<file path="config.mk">
export PLATFORM = sky130hd
export DESIGN_NAME = sensor_frame_deframer_flat
export DESIGN_NICKNAME = d
export VERILOG_FILES = /design/src/rtl/core/sfd_pkg.sv /design/src/rtl/core/sfd_byte_if.sv /design/src/rtl/core/sfd_res_if.sv /design/src/rtl/core/sfd_parser.sv /design/src/rtl/core/sfd_decode.sv /design/src/rtl/core/sensor_frame_deframer.sv /design/src/flat_wrapper.sv
export SDC_FILE = /design/constraint.sdc
export NUM_CORES = 1
export LEC_CHECK = 0
export BUFFER_PORTS_ARGS = -buffer_cell sky130_fd_sc_hd__buf_2
export CAP_MARGIN = 20
export CORE_ASPECT_RATIO = 0.7
export CORE_MARGIN = 5
export CORE_UTILIZATION = 35
export CTS_BUF_LIST = sky130_fd_sc_hd__clkbuf_4
export CTS_CLUSTER_DIAMETER = 40
export DETAILED_ROUTE_END_ITERATION = 16
export HOLD_SLACK_MARGIN = 0.08
export SLEW_MARGIN = 0
export SYNTH_ARGS = -nofsm -noshare
export SYNTH_HDL_FRONTEND = slang
export SYNTH_SLANG_ARGS = --single-unit
</file>
<file path="constraint.sdc">
create_clock -name clk_i -period 11.2 [get_ports clk_i]
set_input_delay 2.24 -clock clk_i [delete_from_list [all_inputs] [get_ports clk_i]]
set_output_delay 2.24 -clock clk_i [all_outputs]
set_load 0.1 [all_outputs]
</file>
<file path="src/rtl/core/sfd_pkg.sv">
// Package for the sensor frame deframer: frame constants, parser phase
// encoding, target codes and the frame record passed from parser to decoder.
// No dependencies.
package sfd_pkg;

  // Payload length limit; the frame is dropped when this many bytes arrive
  localparam int unsigned PayloadMax = 30;
  localparam int unsigned IdxW       = $clog2(PayloadMax + 1);
  // Payload bytes kept for decoding (command, spare, ID, four data bytes)
  localparam int unsigned KeptBytes  = 7;
  localparam int unsigned KeptW      = $clog2(KeptBytes);

  localparam logic [7:0] SyncByte  = 8'hFF;
  localparam logic [7:0] DelimByte = 8'h26;
  localparam logic [7:0] CmdSens   = 8'h1C;

  localparam logic [7:0] IdBoom   = 8'hE2;
  localparam logic [7:0] IdBucket = 8'hE4;
  localparam logic [7:0] IdArtic  = 8'hE5;
  localparam logic [7:0] IdAcBk   = 8'hE6;
  localparam logic [7:0] IdRadar  = 8'hD7;

  localparam logic [2:0] TgtBoom   = 3'd0;
  localparam logic [2:0] TgtBucket = 3'd1;
  localparam logic [2:0] TgtArtic  = 3'd2;
  localparam logic [2:0] TgtAcBk   = 3'd3;
  localparam logic [2:0] TgtRadar  = 3'd4;

  typedef enum logic [2:0] {
    PhHunt,
    PhLen,
    PhPay,
    PhDelim,
    PhChk
  } phase_e;

  // A frame that passed checksum and command check, with the bytes for decoding
  typedef struct packed {
    logic       hit;
    logic [7:0] id;
    logic [7:0] b3;
    logic [7:0] b4;
    logic [7:0] b5;
    logic [7:0] b6;
  } frame_t;

endpackage

</file>
<file path="src/rtl/core/sfd_byte_if.sv">
// Byte channel interface: valid/ready handshake carrying one received byte.
// No dependencies.
interface sfd_byte_if;
  logic       valid;
  logic       ready;
  logic [7:0] rx_byte;

  modport source (output valid, output rx_byte, input ready);
  modport sink (input valid, input rx_byte, output ready);
endinterface

</file>
<file path="src/rtl/core/sfd_res_if.sv">
// Result channel interface: valid/ready handshake carrying one decoded update.
// No dependencies.
interface sfd_res_if;
  logic        valid;
  logic        ready;
  logic [2:0]  target;
  logic [31:0] float_bits;
  logic [15:0] accel_value;
  logic [15:0] brake_value;
  logic        radar_detected;

  modport source (output valid, output target, output float_bits, output accel_value,
                  output brake_value, output radar_detected, input ready);
  modport sink (input valid, input target, input float_bits, input accel_value,
                input brake_value, input radar_detected, output ready);
endinterface

</file>
<file path="src/rtl/core/sfd_parser.sv">
// Frame parser: input byte register, framing state machine, running checksum
// and kept payload bytes. Depends on sfd_pkg and sfd_byte_if.
module sfd_parser (
  input  logic           clk_i,
  input  logic           rst_ni,
  sfd_byte_if.sink       rx_i,
  input  logic           adv_i,
  output sfd_pkg::frame_t frame_o
);
  import sfd_pkg::*;

  logic       in_valid_q;
  logic [7:0] in_byte_q;
  logic       take;

  phase_e                     phase_q, phase_d;
  logic [7:0]                 sum_q, sum_d;
  logic [7:0]                 len_q, len_d;
  logic [IdxW-1:0]            idx_q, idx_d;
  logic [KeptBytes-1:0][7:0]  pb_q, pb_d;

  logic [IdxW-1:0] idx_inc;
  logic [7:0]      need;
  logic            reached;
  logic            abort;

  // Input register: take a new byte while empty or while the held one is consumed
  assign take       = in_valid_q && adv_i;
  assign rx_i.ready = !in_valid_q || adv_i;

  always_ff @(posedge clk_i or negedge rst_ni) begin
    if (!rst_ni) begin
      in_valid_q <= 1'b0;
    end else if (rx_i.valid && rx_i.ready) begin
      in_valid_q <= 1'b1;
    end else if (take) begin
      in_valid_q <= 1'b0;
    end
  end

  always_ff @(posedge clk_i) begin
    if (rx_i.valid && rx_i.ready) begin
      in_byte_q <= rx_i.rx_byte;
    end
  end

  // Payload length bookkeeping
  assign idx_inc = idx_q + IdxW'(1);
  assign need    = (len_q > 8'd2) ? (len_q - 8'd2) : 8'd1;
  assign reached = 9'(idx_inc) >= {1'b0, need};
  assign abort   = idx_inc >= IdxW'(PayloadMax);

  // Next phase
  always_comb begin
    phase_d = phase_q;
    if (take) begin
      unique case (phase_q)
        PhHunt:  phase_d = (in_byte_q == SyncByte) ? PhLen : PhHunt;
        PhLen:   phase_d = PhPay;
        PhPay: begin
          if (abort) begin
            phase_d = PhHunt;
          end else if (reached) begin
            phase_d = PhDelim;
          end
        end
        PhDelim: phase_d = (in_byte_q == DelimByte) ? PhChk : PhHunt;
        PhChk:   phase_d = PhHunt;
        default: phase_d = PhHunt;
      endcase
    end
  end

  // Checksum, length, index and payload updates per phase
  always_comb begin
    sum_d = sum_q;
    len_d = len_q;
    idx_d = idx_q;
    pb_d  = pb_q;
    if (take) begin
      unique case (phase_q)
        PhLen: begin
          len_d = in_byte_q;
          sum_d = sum_q + in_byte_q;
          idx_d = '0;
        end
        PhPay: begin
          if (idx_q < IdxW'(KeptBytes)) begin
            pb_d[idx_q[KeptW-1:0]] = in_byte_q;
          end
          sum_d = sum_q + in_byte_q;
          idx_d = idx_inc;
        end
        PhDelim: begin
          if (in_byte_q == DelimByte) begin
            sum_d = sum_q + in_byte_q;
          end
        end
        PhChk: ;
        default: begin
          if (in_byte_q == SyncByte) begin
            sum_d = SyncByte;
          end
        end
      endcase
    end
  end

  always_ff @(posedge clk_i or negedge rst_ni) begin
    if (!rst_ni) begin
      phase_q <= PhHunt;
      sum_q   <= '0;
      len_q   <= '0;
      idx_q   <= '0;
      pb_q    <= '0;
    end else begin
      phase_q <= phase_d;
      sum_q   <= sum_d;
      len_q   <= len_d;
      idx_q   <= idx_d;
      pb_q    <= pb_d;
    end
  end

  // Frame check on the checksum byte
  assign frame_o.hit = take && (phase_q == PhChk) && (sum_q == in_byte_q) &&
                       (pb_q[0] == CmdSens);
  assign frame_o.id  = pb_q[2];
  assign frame_o.b3  = pb_q[3];
  assign frame_o.b4  = pb_q[4];
  assign frame_o.b5  = pb_q[5];
  assign frame_o.b6  = pb_q[6];

  a_hit_in_chk: assert property (@(posedge clk_i) disable iff (!rst_ni)
    frame_o.hit |-> phase_q == PhChk)
    else $error("frame hit outside checksum phase");

  a_delim_exit: assert property (@(posedge clk_i) disable iff (!rst_ni)
    (take && phase_q == PhDelim) |=> (phase_q == PhChk || phase_q == PhHunt))
    else $error("bad exit from delimiter phase");

  a_idx_bound: assert property (@(posedge clk_i) disable iff (!rst_ni)
    phase_q == PhPay |-> idx_q < IdxW'(PayloadMax))
    else $error("payload index past limit");

endmodule

</file>
<file path="src/rtl/core/sfd_decode.sv">
// Update decoder: maps the ID of a checked frame to a target and its fields,
// held in the result register. Depends on sfd_pkg and sfd_res_if.
module sfd_decode (
  input  logic            clk_i,
  input  logic            rst_ni,
  input  sfd_pkg::frame_t frame_i,
  output logic            adv_o,
  sfd_res_if.source       res_o
);
  import sfd_pkg::*;

  logic        known;
  logic [2:0]  tgt_d;
  logic [31:0] float_d;
  logic [15:0] accel_d, brake_d;
  logic        radar_d;
  logic        load;

  logic        res_valid_q;
  logic [2:0]  tgt_q;
  logic [31:0] float_q;
  logic [15:0] accel_q, brake_q;
  logic        radar_q;

  // Advance the parser whenever the result register is free or drains
  assign adv_o = !res_valid_q || res_o.ready;
  assign load  = adv_o && frame_i.hit && known;

  // Decode the ID into a target and its fields; unrelated fields stay zero
  always_comb begin
    known   = 1'b1;
    tgt_d   = TgtBoom;
    float_d = '0;
    accel_d = '0;
    brake_d = '0;
    radar_d = 1'b0;
    unique case (frame_i.id)
      IdBoom: begin
        tgt_d   = TgtBoom;
        float_d = {frame_i.b6, frame_i.b5, frame_i.b4, frame_i.b3};
      end
      IdBucket: begin
        tgt_d   = TgtBucket;
        float_d = {frame_i.b6, frame_i.b5, frame_i.b4, frame_i.b3};
      end
      IdArtic: begin
        tgt_d   = TgtArtic;
        float_d = {frame_i.b6, frame_i.b5, frame_i.b4, frame_i.b3};
      end
      IdAcBk: begin
        tgt_d   = TgtAcBk;
        accel_d = {frame_i.b3, frame_i.b4};
        brake_d = {frame_i.b5, frame_i.b6};
      end
      IdRadar: begin
        tgt_d   = TgtRadar;
        radar_d = frame_i.b3 != 8'd0;
      end
      default: known = 1'b0;
    endcase
  end

  // Result register
  always_ff @(posedge clk_i or negedge rst_ni) begin
    if (!rst_ni) begin
      res_valid_q <= 1'b0;
    end else if (adv_o) begin
      res_valid_q <= frame_i.hit && known;
    end
  end

  always_ff @(posedge clk_i) begin
    if (load) begin
      tgt_q   <= tgt_d;
      float_q <= float_d;
      accel_q <= accel_d;
      brake_q <= brake_d;
      radar_q <= radar_d;
    end
  end

  assign res_o.valid          = res_valid_q;
  assign res_o.target         = tgt_q;
  assign res_o.float_bits     = float_q;
  assign res_o.accel_value    = accel_q;
  assign res_o.brake_value    = brake_q;
  assign res_o.radar_detected = radar_q;

  a_rise_from_hit: assert property (@(posedge clk_i) disable iff (!rst_ni)
    $rose(res_valid_q) |-> $past(frame_i.hit))
    else $error("result without a checked frame");

  a_tgt_range: assert property (@(posedge clk_i) disable iff (!rst_ni)
    res_valid_q |-> tgt_q <= TgtRadar)
    else $error("target code out of range");

  a_radar_clean: assert property (@(posedge clk_i) disable iff (!rst_ni)
    (res_valid_q && tgt_q == TgtRadar) |-> (float_q == '0 && accel_q == '0))
    else $error("radar result carries stray fields");

endmodule

</file>
<file path="src/rtl/core/sensor_frame_deframer.sv">
// Sensor frame deframer top level: byte input register and parser feeding
// the update decoder and result register. Depends on sfd_pkg, sfd_byte_if,
// sfd_res_if, sfd_parser and sfd_decode.
//
//   port   dir  fields                                             transfer
//   rx_i   in   rx_byte[7:0]                                       valid & ready
//   res_o  out  target[2:0] float_bits[31:0] accel_value[15:0]     valid & ready
//               brake_value[15:0] radar_detected
//
// One byte per clock sustained while results are taken; the checksum byte first
// sits in the input register, and its result is then loaded into the result
// register when the parser advances, and is valid from there until it transfers.
// The framing state and checksum update in the cycle a byte leaves the input
// register; a stalled result holds the parser, and rx_i.ready drops only when
// the input register is full and the full result register is not taken.
// Reset clears framing state and the kept payload bytes to zero.
module sensor_frame_deframer (
  input  logic      clk_i,
  input  logic      rst_ni,
  sfd_byte_if.sink  rx_i,
  sfd_res_if.source res_o
);
  import sfd_pkg::*;

  logic   adv;
  frame_t frame;

  sfd_parser u_parser (
    .clk_i   (clk_i),
    .rst_ni  (rst_ni),
    .rx_i    (rx_i),
    .adv_i   (adv),
    .frame_o (frame)
  );

  sfd_decode u_decode (
    .clk_i   (clk_i),
    .rst_ni  (rst_ni),
    .frame_i (frame),
    .adv_o   (adv),
    .res_o   (res_o)
  );

endmodule
</file>
<file path="src/flat_wrapper.sv">
// flat-port wrapper written by rule: the top's interface ports become plain ports
module sensor_frame_deframer_flat import sfd_pkg::*;
  (clk_i, rst_ni, rx_i_valid, rx_i_rx_byte, rx_i_ready, res_o_valid, res_o_target, res_o_float_bits, res_o_accel_value, res_o_brake_value, res_o_radar_detected, res_o_ready);
  sfd_byte_if rx_i_i ();
  sfd_res_if res_o_i ();
  input  logic clk_i;
  input  logic rst_ni;
  input wire logic [$bits(rx_i_i.valid)-1:0] rx_i_valid;
  input wire logic [$bits(rx_i_i.rx_byte)-1:0] rx_i_rx_byte;
  output wire logic [$bits(rx_i_i.ready)-1:0] rx_i_ready;
  output wire logic [$bits(res_o_i.valid)-1:0] res_o_valid;
  output wire logic [$bits(res_o_i.target)-1:0] res_o_target;
  output wire logic [$bits(res_o_i.float_bits)-1:0] res_o_float_bits;
  output wire logic [$bits(res_o_i.accel_value)-1:0] res_o_accel_value;
  output wire logic [$bits(res_o_i.brake_value)-1:0] res_o_brake_value;
  output wire logic [$bits(res_o_i.radar_detected)-1:0] res_o_radar_detected;
  input wire logic [$bits(res_o_i.ready)-1:0] res_o_ready;
  assign rx_i_i.valid = rx_i_valid;
  assign rx_i_i.rx_byte = rx_i_rx_byte;
  assign rx_i_ready = rx_i_i.ready;
  assign res_o_valid = res_o_i.valid;
  assign res_o_target = res_o_i.target;
  assign res_o_float_bits = res_o_i.float_bits;
  assign res_o_accel_value = res_o_i.accel_value;
  assign res_o_brake_value = res_o_i.brake_value;
  assign res_o_radar_detected = res_o_i.radar_detected;
  assign res_o_i.ready = res_o_ready;
  sensor_frame_deframer u_core (.clk_i(clk_i), .rst_ni(rst_ni), .rx_i(rx_i_i), .res_o(res_o_i));
endmodule
</file>
* Yosys cells after proc, flatten, opt, wreduce, memory -nomap -nowiden
Cells that the tools add are included.
Storage, ports and cells: flip-flop bits (word level) 158, bits of input ports 12, logic and storage cells 87
Operators by class: multiplexer cells 17, reduce and logical (&&, ||, !) cells 26, bitwise logic cells 1, $add $sub $neg 3, order comparisons 6, eq/ne operators 15
Operators by type and width (count):
- bitwise mux 56 bit | 1
- == test 8 bit, second input constant | 6
- 2-to-1 mux 8 bit | 4
- demux 8 bit (select 3 bit) | 1
- one-hot mux 3 bit (4 select lines) | 2
- one-hot mux 8 bit (3 select lines) | 1
- one-hot mux 5 bit (2 select lines) | 1
- logical AND 1 bit | 9
- 2-to-1 mux 3 bit | 3
- adder 8 bit | 1
- == test 8 x 5 -> 1 bit, second input constant | 1
- == test 8 x 6 -> 1 bit, second input constant | 1
- == test 8 bit | 1
- greater-or-equal comparator 5 x 8 -> 1 bit | 1
- greater-than comparator 8 x 2 -> 1 bit, second input constant | 1
- nonzero test 8 bit | 1
- subtractor 8 x 2 -> 8 bit, second input constant | 1
- == test 3 x 2 -> 1 bit, second input constant | 2
- AND reduction 2 bit | 3
- adder 5 x 1 -> 5 bit, second input constant | 1
- greater-or-equal comparator 5 bit, second input constant | 1
- < comparator 5 x 3 -> 1 bit, second input constant | 1
- OR reduction 5 bit | 1
- < comparator 3 x 4 -> 1 bit, second input constant | 1
- 16 further kinds | 22

* Longest topological paths before layout
Gate-level depths: netlist (run 1).
depth after elaboration 8, gate-level depth with buffers 10

* Cells and area by module
A second synthesis (run 1) with hierarchy kept.
Second synthesis, totals: cells, all modules 517, area, all modules 6821.5 um^2
Modules (own cells, without submodules):
- sfd_parser | instances 1, area an instance 4157.7 um^2, cells an instance 358
- sfd_decode | instances 1, area an instance 2663.8 um^2, cells an instance 159

* Least setup slack after synthesis (run 1)
OpenSTA, ideal clock, no wires.
kind input port to flip-flop, from input port res_o_ready, to register u_core.u_decode.res_valid_q, in the netlist u_core.u_decode.res_o.valid, library setup time 0.096 ns, cell stages on the path 6, setup slack 2.775 ns, data required time 11.104 ns, data arrival time 8.329 ns, path through nand2b_1 -> and2_1 -> buf_6 -> o2111ai_1 -> a211oi_1 -> or2_2
Between the ends: longest elaborated chain between the ends 6
RTL lines:
- from (decl) | RTL line flat_wrapper.sv:17 | input wire logic [$bits(res_o_i.ready)-1:0] res_o_ready;
- logical OR 1 bit (*) | RTL line sfd_decode.sv:26 | assign adv_o = !res_valid_q || res_o.ready;
- logical AND 1 bit | RTL line sfd_parser.sv:28 | assign take = in_valid_q && adv_i;
- logical AND 1 bit (3 in series) | RTL line sfd_parser.sv:126 | assign frame_o.hit = take && (phase_q == PhChk) && (sum_q == in_byte_q) &&
- logical AND 1 bit | RTL line sfd_decode.sv:68 | res_valid_q <= frame_i.hit && known;
- to (signal assigned) | RTL line sfd_decode.sv:68
- to (decl) | RTL line sfd_decode.sv:19 | logic res_valid_q;
Mark *: on every way between the ends. The rest lies on a longest branch, timed or not. A chain may end at the register's enable or synchronous reset.

* Worst setup path after layout (run 1)
from input port res_o_ready, to output port rx_i_ready
Between the ends: longest elaborated chain between the ends 2
RTL lines:
- logical OR 1 bit | RTL line sfd_decode.sv:26
- logical OR 1 bit | RTL line sfd_parser.sv:29 | assign rx_i.ready = !in_valid_q || adv_i;
- to (decl) | RTL line flat_wrapper.sv:10 | output wire logic [$bits(rx_i_i.ready)-1:0] rx_i_ready;
Every way passes these cells.

==> results.md, run 1 <==
* DP HPWL at approximately 9400 um
* CTS Buffer Depth at 2
* Slowest stage delay, CP at ~0.43 ns
* CP startpoint: res_o_ready
* Worst Path Required at ~9.0 ns
* Post-Place Cells at 790
* Setup_tns at 0 ns
* Slew Limit Fails at 0
* Crit-path slowest cell: buf_2
* CP arrival at 2.89 ns
* Maximum VDD drop at between 0.06 and 0.07 mV
* Cells after Synth at a little under 500
* Gpl congestion at 0.817
* Starting Density at 36.0%
* Largest family of logic cells by synthesized area: simple AND/OR/NAND/NOR gates
* Minimum clock period at slightly above 5 ns
* Clk pwr share at between 20% and 30%
* RR Startpoint: u_core.u_parser.in_byte_q[4]
* Die Span Y at about 120 um
* CP endpoint kind: output pin
* Largest net degree at the start of global routing at 75
* Setup violators final at 0
* Worst setup SP type: primary input
* P&R area growth vs syn at 15.4%
* Max_slew headroom at approximately a third
* Register-to-Register Path Depth at 5
* Initial antenna violation count at 0
* Switching pwr at 0.000520 W
* Final WL at roughly 14,000 um
* Seq pwr share at 50.6%
* Cts bufs inserted at 17
* Total global routing overflow at 0
* Post-route insts no fill at just over 800
* Reg2Reg Capture Point: u_core.u_decode.res_o.accel_value[1]
* Die area at between 0.02 and 0.025 mm2
* Via density at ~5
* Worst Skew at 0.0254 ns
* WL per Instance at roughly 17 um
* Post-Place Cell Area at approximately 0.0072 mm2
* Worst Path Buf+Inv at 2
* Post-synthesis xor/xnor area fraction at 1.47%
* TritonCTS clock tree: built
* Adder-Cell Fraction of Synth Area at around 3.2%
* Slew @ Worst Pin at a little under 1 ns
* DRC Markers at 0
* Compound-gate portion of the synthesized area at between 5 and 6%
* Area contributors post-synth: edfxtp_1 (35%), dfrtp_1 (28%), mux2_2 (9.5%), and2_1 (6.4%), ha_1 (2.9%)
* CP Max Fanout at 3
* Critical path, cell by cell: buf_2 > nor2b_1 > nand2_1 > buf_2
* Die Wd at 174 um
* H-tree depth at 4
* Post-synth top area cell: edfxtp_1
* Post-synthesis mux area share at under 10%
* Sink Count at 150
* Final period utilization at 45.8%
* Fin. Hold Viols at 0
* Syn Nets at slightly above 500
* Top cell type's share of synthesized area at approximately a third
* Post-synth ARST share at 49.3%
* Nets at around 600
* Crit Path Category: primary input to output pin
* ANT nets after route at 0
* Yosys cell types at 53
* RSZ-0062 raised after global routing: false
* Crit-path most repeated cell: buf_2
* Clock tree root buffer cell: clkbuf_4
* CTS Hold Bufs at 0
* Core ar. at around 0.018 mm2
* Stages on worst setup path at 4
* Delay-heaviest family, CP: buffers and inverters
* All-layer global routing usage at about an eighth
* Register bit total from synthesis at 150
* Post-CTS Resized at 0
* Post-synth EDFFs at 76
* Internal Power at ~0.0011 W
* Worst-Skew Late Latency at approximately 0.53 ns
* Syn_area_per_cell at 13.5 um2
* # diodes at 0
* R2R Setup Slk at ~7.7 ns
* Hold slack final at between 0.5 and 0.6 ns
* HP Class: flip-flop to flip-flop
* Initial DRC count at 350
* First-pass GRT wire length at 22,800 um
* Layout cells sized above 1 at 31.6%
* Vias at just over 4,000
* CP endpoint: rx_i_ready
* Synth warn at 0
* Sw Share at 32.1%
* Reg clk slew, reported paths at 0.12 ns
* F_max at a little under 0.2 GHz
* Finished Cell Area at about 0.0076 mm2
* Pwr dens at 214 mW/mm2
* Ports at 82
* Hold Path Depth at 1
* Comb pwr share at 26.3%
* Status: finished clean
* Syn Std Cell Area at around 0.0066 mm2
* DRT Pass-1 Iters at 5
* Fin util at between 40% and 50%
* Row count at 41
* Port Buffers at 81
* Synth Area in Simple Gates at about 16%
* Vias in the first global route at around 4,200
* Seq/Total Area, Yosys at between 60% and 70%
* Setup bufs post-CTS at 0
* Main flop type after synthesis: edfxtp_1
* Max_cap viols at 0
* Leakage power at approximately 3.0 nW
## layer usage
| layer | routed length (um) | part of all wire [%] | track usage [%] | vias up |
|---|---|---|---|---|
| met4 | 189 | 1.3 | 3.42 | 0 |
| met3 | 663 | 4.7 | 4.19 | 18 |
| met2 | 6380 | 45 | 20.5 | 94 |
| met1 | 6810 | 48 | 18.3 | 2048 |
| li1 | - | - | - | 1929 |
| met5 | 0 | 0 | 0 | - |
## stage by stage
step | setup WS [ns] | power [W]
2_1_floorplan | 2.77 | 0.00114
4_1_cts | 6.07 | 0.00163
3_5_place_dp | 6.07 | 0.00126
5_1_grt | 6.04 | 0.00174
6_report | 6.07 | 0.00162
3_3_place_gp | 6.07 | 0.00123
## placed cells by master, fill, tap and decap left out, drive strengths merged, types with 5 or more instances in the layout
cell	instances
a21oi	17
and2	67
and3	7
buf	84
clkbuf	22
clkinv	6
dfrtp	74
edfxtp	76
ha	15
inv	11
mux2	55
nand2	24
nand2b	9
nand3	9
nor2	25
nor3	7
o21ai	13
xnor2	5
xor2	6
## how the worst min path moves through the flow
stage | slack [ns] | endpoint | from
3_5_place_dp | 0.50 | u_core.u_parser.frame_o[38] | u_core.u_parser.frame_o[38]
6_report | 0.52 | u_core.u_parser.frame_o[38] | u_core.u_parser.frame_o[38]
2_1_floorplan | 0.47 | u_core.u_parser.pb_q[2] | u_core.u_parser.pb_q[2]
3_3_place_gp | 0.48 | u_core.u_parser.pb_q[4] | u_core.u_parser.pb_q[4]
5_1_grt | 0.54 | u_core.u_parser.sum_q[5] | u_core.u_parser.sum_q[5]
4_1_cts | 0.52 | u_core.u_parser.frame_o[38] | u_core.u_parser.frame_o[38]
## kinds of logic (layout without fill, tap and decap cells)
family,count (synthesis),in the layout
and+or+nand+nor,173,173
DFF,150,150
muxes,56,56
AOI/OAI and AO/OA,53,53
buffers and inverters,26,127
adders and majority gates,16,16
xor gates and xnor gates,11,11
## sequential cells by signal (all words and copies together) (netlist names), 5 cells and up
| name | cells |
|---|---|
| u_core.u_decode.res_o.float_bits | 32 |
| u_core.u_parser.in_byte_q | 8 |
| u_core.u_parser.sum_q | 8 |
| u_core.u_decode.res_o.accel_value | 16 |
| u_core.u_parser.idx_q | 5 |
| u_core.u_parser.len_q | 8 |
| u_core.u_decode.res_o.brake_value | 16 |
| u_core.u_parser.frame_o | 40 |
| u_core.u_parser.pb_q | 8 |
## Yosys cell counts (2+ instances only)
| cell type | instances |
|---|---|
| inv_1 | 11 |
| mux2_2 | 55 |
| edfxtp_1 | 76 |
| nor2_1 | 24 |
| nor3_1 | 3 |
| nand2_1 | 24 |
| o21a_1 | 2 |
| o21ai_0 | 13 |
| and3_1 | 6 |
| ha_1 | 15 |
| xor2_1 | 6 |
| buf_2 | 3 |
| or4_1 | 2 |
| a21oi_1 | 17 |
| nand3_1 | 9 |
| a21o_1 | 3 |
| a31oi_1 | 2 |
| nor4_1 | 4 |
| nand3b_1 | 3 |
| and2_1 | 67 |
| a22oi_1 | 3 |
| buf_6 | 2 |
| nor3_4 | 3 |
| clkbuf_1 | 9 |
| nor4b_1 | 3 |
| o2111ai_1 | 2 |
| o22a_2 | 2 |
| nor2b_1 | 4 |
| xnor2_1 | 5 |
| dfrtp_1 | 74 |
| nand2b_1 | 9 |
| nand4_1 | 3 |
## power groups by stage
stage	clock network (W)	logic [W]	registers, W
global placement	0	0.000409	0.000822
finish	0.000374	0.000426	0.000819
detailed placement	0	0.000425	0.000830
CTS	0.000387	0.000428	0.000819
floorplan	0	0.000367	0.000771
global route	0.000410	0.000486	0.000839
## cell type report
type,count,area [um2]
Timing Repair Buffer,84,450
Inverter,11,41.3
Clock inverter,10,156
Fill cell,1691,10700
Sequential cell,150,4130
Tap cell,236,295
Multi-Input combinational cell,309,2310
Clock buffer,22,165
Note: power is estimated with default switching activity, not from simulation.
==> run 2, diff against run 1 <==
==> constraint.sdc (replaced) <==
create_clock -name clk_i -period 4.2 [get_ports clk_i]
set_input_delay 0.84 -clock clk_i [delete_from_list [all_inputs] [get_ports clk_i]]
set_output_delay 0.84 -clock clk_i [all_outputs]
set_load 0.1 [all_outputs]
==> results.md, run 2 (same netlist as run 1, synthesis figures left out) <==
* Status: finished clean
* Hold slack final at ~0.43 ns
* Fin util at about two fifths
* Vias in the first global route at ~4,200
* Crit Path Category: flip-flop to flip-flop
* First-pass GRT wire length at around 23,000 um
* Commonest non-fill, non-tap cell in the layout: buf_2
* F_max at around 0.37 GHz
* WL per Instance at about 18 um
* # diodes at 0
* Most frequent cells in the layout: buf_2 (80), edfxtp_1 (76), dfrtp_1 (74)
* Post-CTS Resized at 0
* Reg2Reg Capture Point: u_core.u_decode.res_o.float_bits[30]
* Layout cells sized above 1 at 31.7%
* H-tree depth at 4
* Max_slew headroom at a little over a third
* RR Startpoint: u_core.u_parser.in_byte_q[6]
* CP Max Fanout at 68
* Port Buffers at 81
* Worst setup SP type: flip-flop
* Reg clk slew, reported paths at 0.12 ns
* Fin worst setup slack at around 1.5 ns
* Cts bufs inserted at 17
* HP Class: primary input to async pin
* Final WL at ~14,000 um
* CP startpoint: u_core.u_parser.in_byte_q[6]
* DRT Pass-1 Iters at 4
* Max reg flops at 40
* Register-to-Register Path Depth at 5
* Die area at about 0.022 mm2
* Largest net degree at the start of global routing at between 70 and 80
* Worst Skew at 0.0145 ns
* R2R Setup Slk at about 1.5 ns
* All-layer global routing usage at 13.7%
* Initial antenna violation count at 0
* CP endpoint kind: flip-flop
* Gpl congestion at about 0.83
* Minimum clock period at 2.69 ns
* CP endpoint: u_core.u_decode.res_o.float_bits[30]
* Row count at 41
* Total global routing overflow at 0
* Ports at 82
* Die Span Y at approximately 120 um
* DP HPWL at roughly 10000 um
* Leakage power at roughly 3 nW
* Slowest stage delay, CP at between 0.6 and 0.7 ns
* Setup_tns at 0 ns
* Pre-CTS setup slack at roughly 1.5 ns
* Critical path, cell by cell: ha_1 > nor4b_1 > nand4_1 > a211oi_4 > buf_12
* Post-route insts no fill at approximately 800
* P&R area growth vs syn at 15.3%
* Via density at ~5.0
* Sink Count at 150
* Crit-path slowest cell: edfxtp_1
* DRC Markers at 0
* Post-Place Cells at roughly 790
* TritonCTS clock tree: built
* Setup bufs post-CTS at 0
* Clock tree root buffer cell: clkbuf_4
* CTS Hold Bufs at 0
* CP arrival at 2.90 ns
* RSZ-0062 raised after global routing: false
* Nets at 602
* Max_cap viols at 0
* ANT nets after route at 0
* Setup violators final at 0
* CTS Buffer Depth at 2
* Worst-Skew Late Latency at 0.54 ns
* Initial DRC count at ~240
* Final period utilization at 64.1%
* Slew Limit Fails at 0
* Fin. Hold Viols at 0
* Pwr dens at 571 mW/mm2
* Slew @ Worst Pin at about 0.97 ns
* Worst Path Required at about 4.4 ns
* Maximum VDD drop at approximately 0.20 mV
* Die Wd at 174 um
* Vias at around 4,100
* Starting Density at between 30% and 40%
* Core ar. at between 0.015 and 0.02 mm2
-- run 2: cell types whose count changed in the layout (fill, tap and decap cells not counted), moves of 2 or more --
| cell | before | now |
|---|---|---|
| buf_4 | 3 | 1 |
| buf_8 | 0 | 2 |
| clkbuf_4 | 22 | 20 |
| clkinvlp_4 | 0 | 3 |
-- run 2: layout make-up --
class	instances	area [um2]
clock buffer	20	150
clock inverter	12	153
fill	1693	10700
inverter	11	41.3
multi-input combinational	309	2310
sequential	150	4130
tap	236	295
timing repair buffer	85	463
-- run 2: worst min path at each step --
stage | slack [ns] | from | to | cells past startpoint
4_1_cts | 0.42 | rx_i_rx_byte[7] | u_core.u_parser.in_byte_q[7] | 1
2_1_floorplan | 0.47 | u_core.u_parser.pb_q[2] | u_core.u_parser.pb_q[2] | 1
3_3_place_gp | 0.49 | u_core.u_parser.pb_q[2] | u_core.u_parser.pb_q[2] | 1
6_report | 0.43 | rst_ni | u_core.u_parser.frame_o[5] | 1
3_5_place_dp | 0.49 | u_core.u_parser.pb_q[4] | u_core.u_parser.pb_q[4] | 1
5_1_grt | 0.42 | rx_i_rx_byte[6] | u_core.u_parser.in_byte_q[6] | 1
-- run 2: layer usage --
| layer | GRT usage [%] | wire (um) | up-vias |
|---|---|---|---|
| met1 | 19.3 | 7070 | 2046 |
| met2 | 20.1 | 6220 | 110 |
| met3 | 3.64 | 933 | 22 |
| met5 | 0 | 0 | - |
| li1 | - | - | 1929 |
| met4 | 5.49 | 223 | 0 |
-- run 2: where the power goes --
group          switching (W)  total, W  internal (W)
logic               0.000580   0.00116      0.000579
clock network       0.000516  0.000948      0.000432
registers           0.000354   0.00220       0.00185
total                0.00145   0.00431       0.00286
-- run 2: critical path, delay by kind of cell (launching register included) --
family / cells / cell delay, ns
DFF: 1 / 0.63
and+or+nand+nor: 2 / 0.58
adders and majority gates: 1 / 0.44
buffers and inverters: 1 / 0.33
AOI/OAI and AO/OA: 1 / 0.30
-- run 2: metrics by stage --
step	power, W	instance area, um2
5_1_grt	0.00460	7550
2_1_floorplan	0.00304	6560
6_report	0.00431	7550
4_1_cts	0.00433	7510
3_5_place_dp	0.00338	7210
3_3_place_gp	0.00331	7210
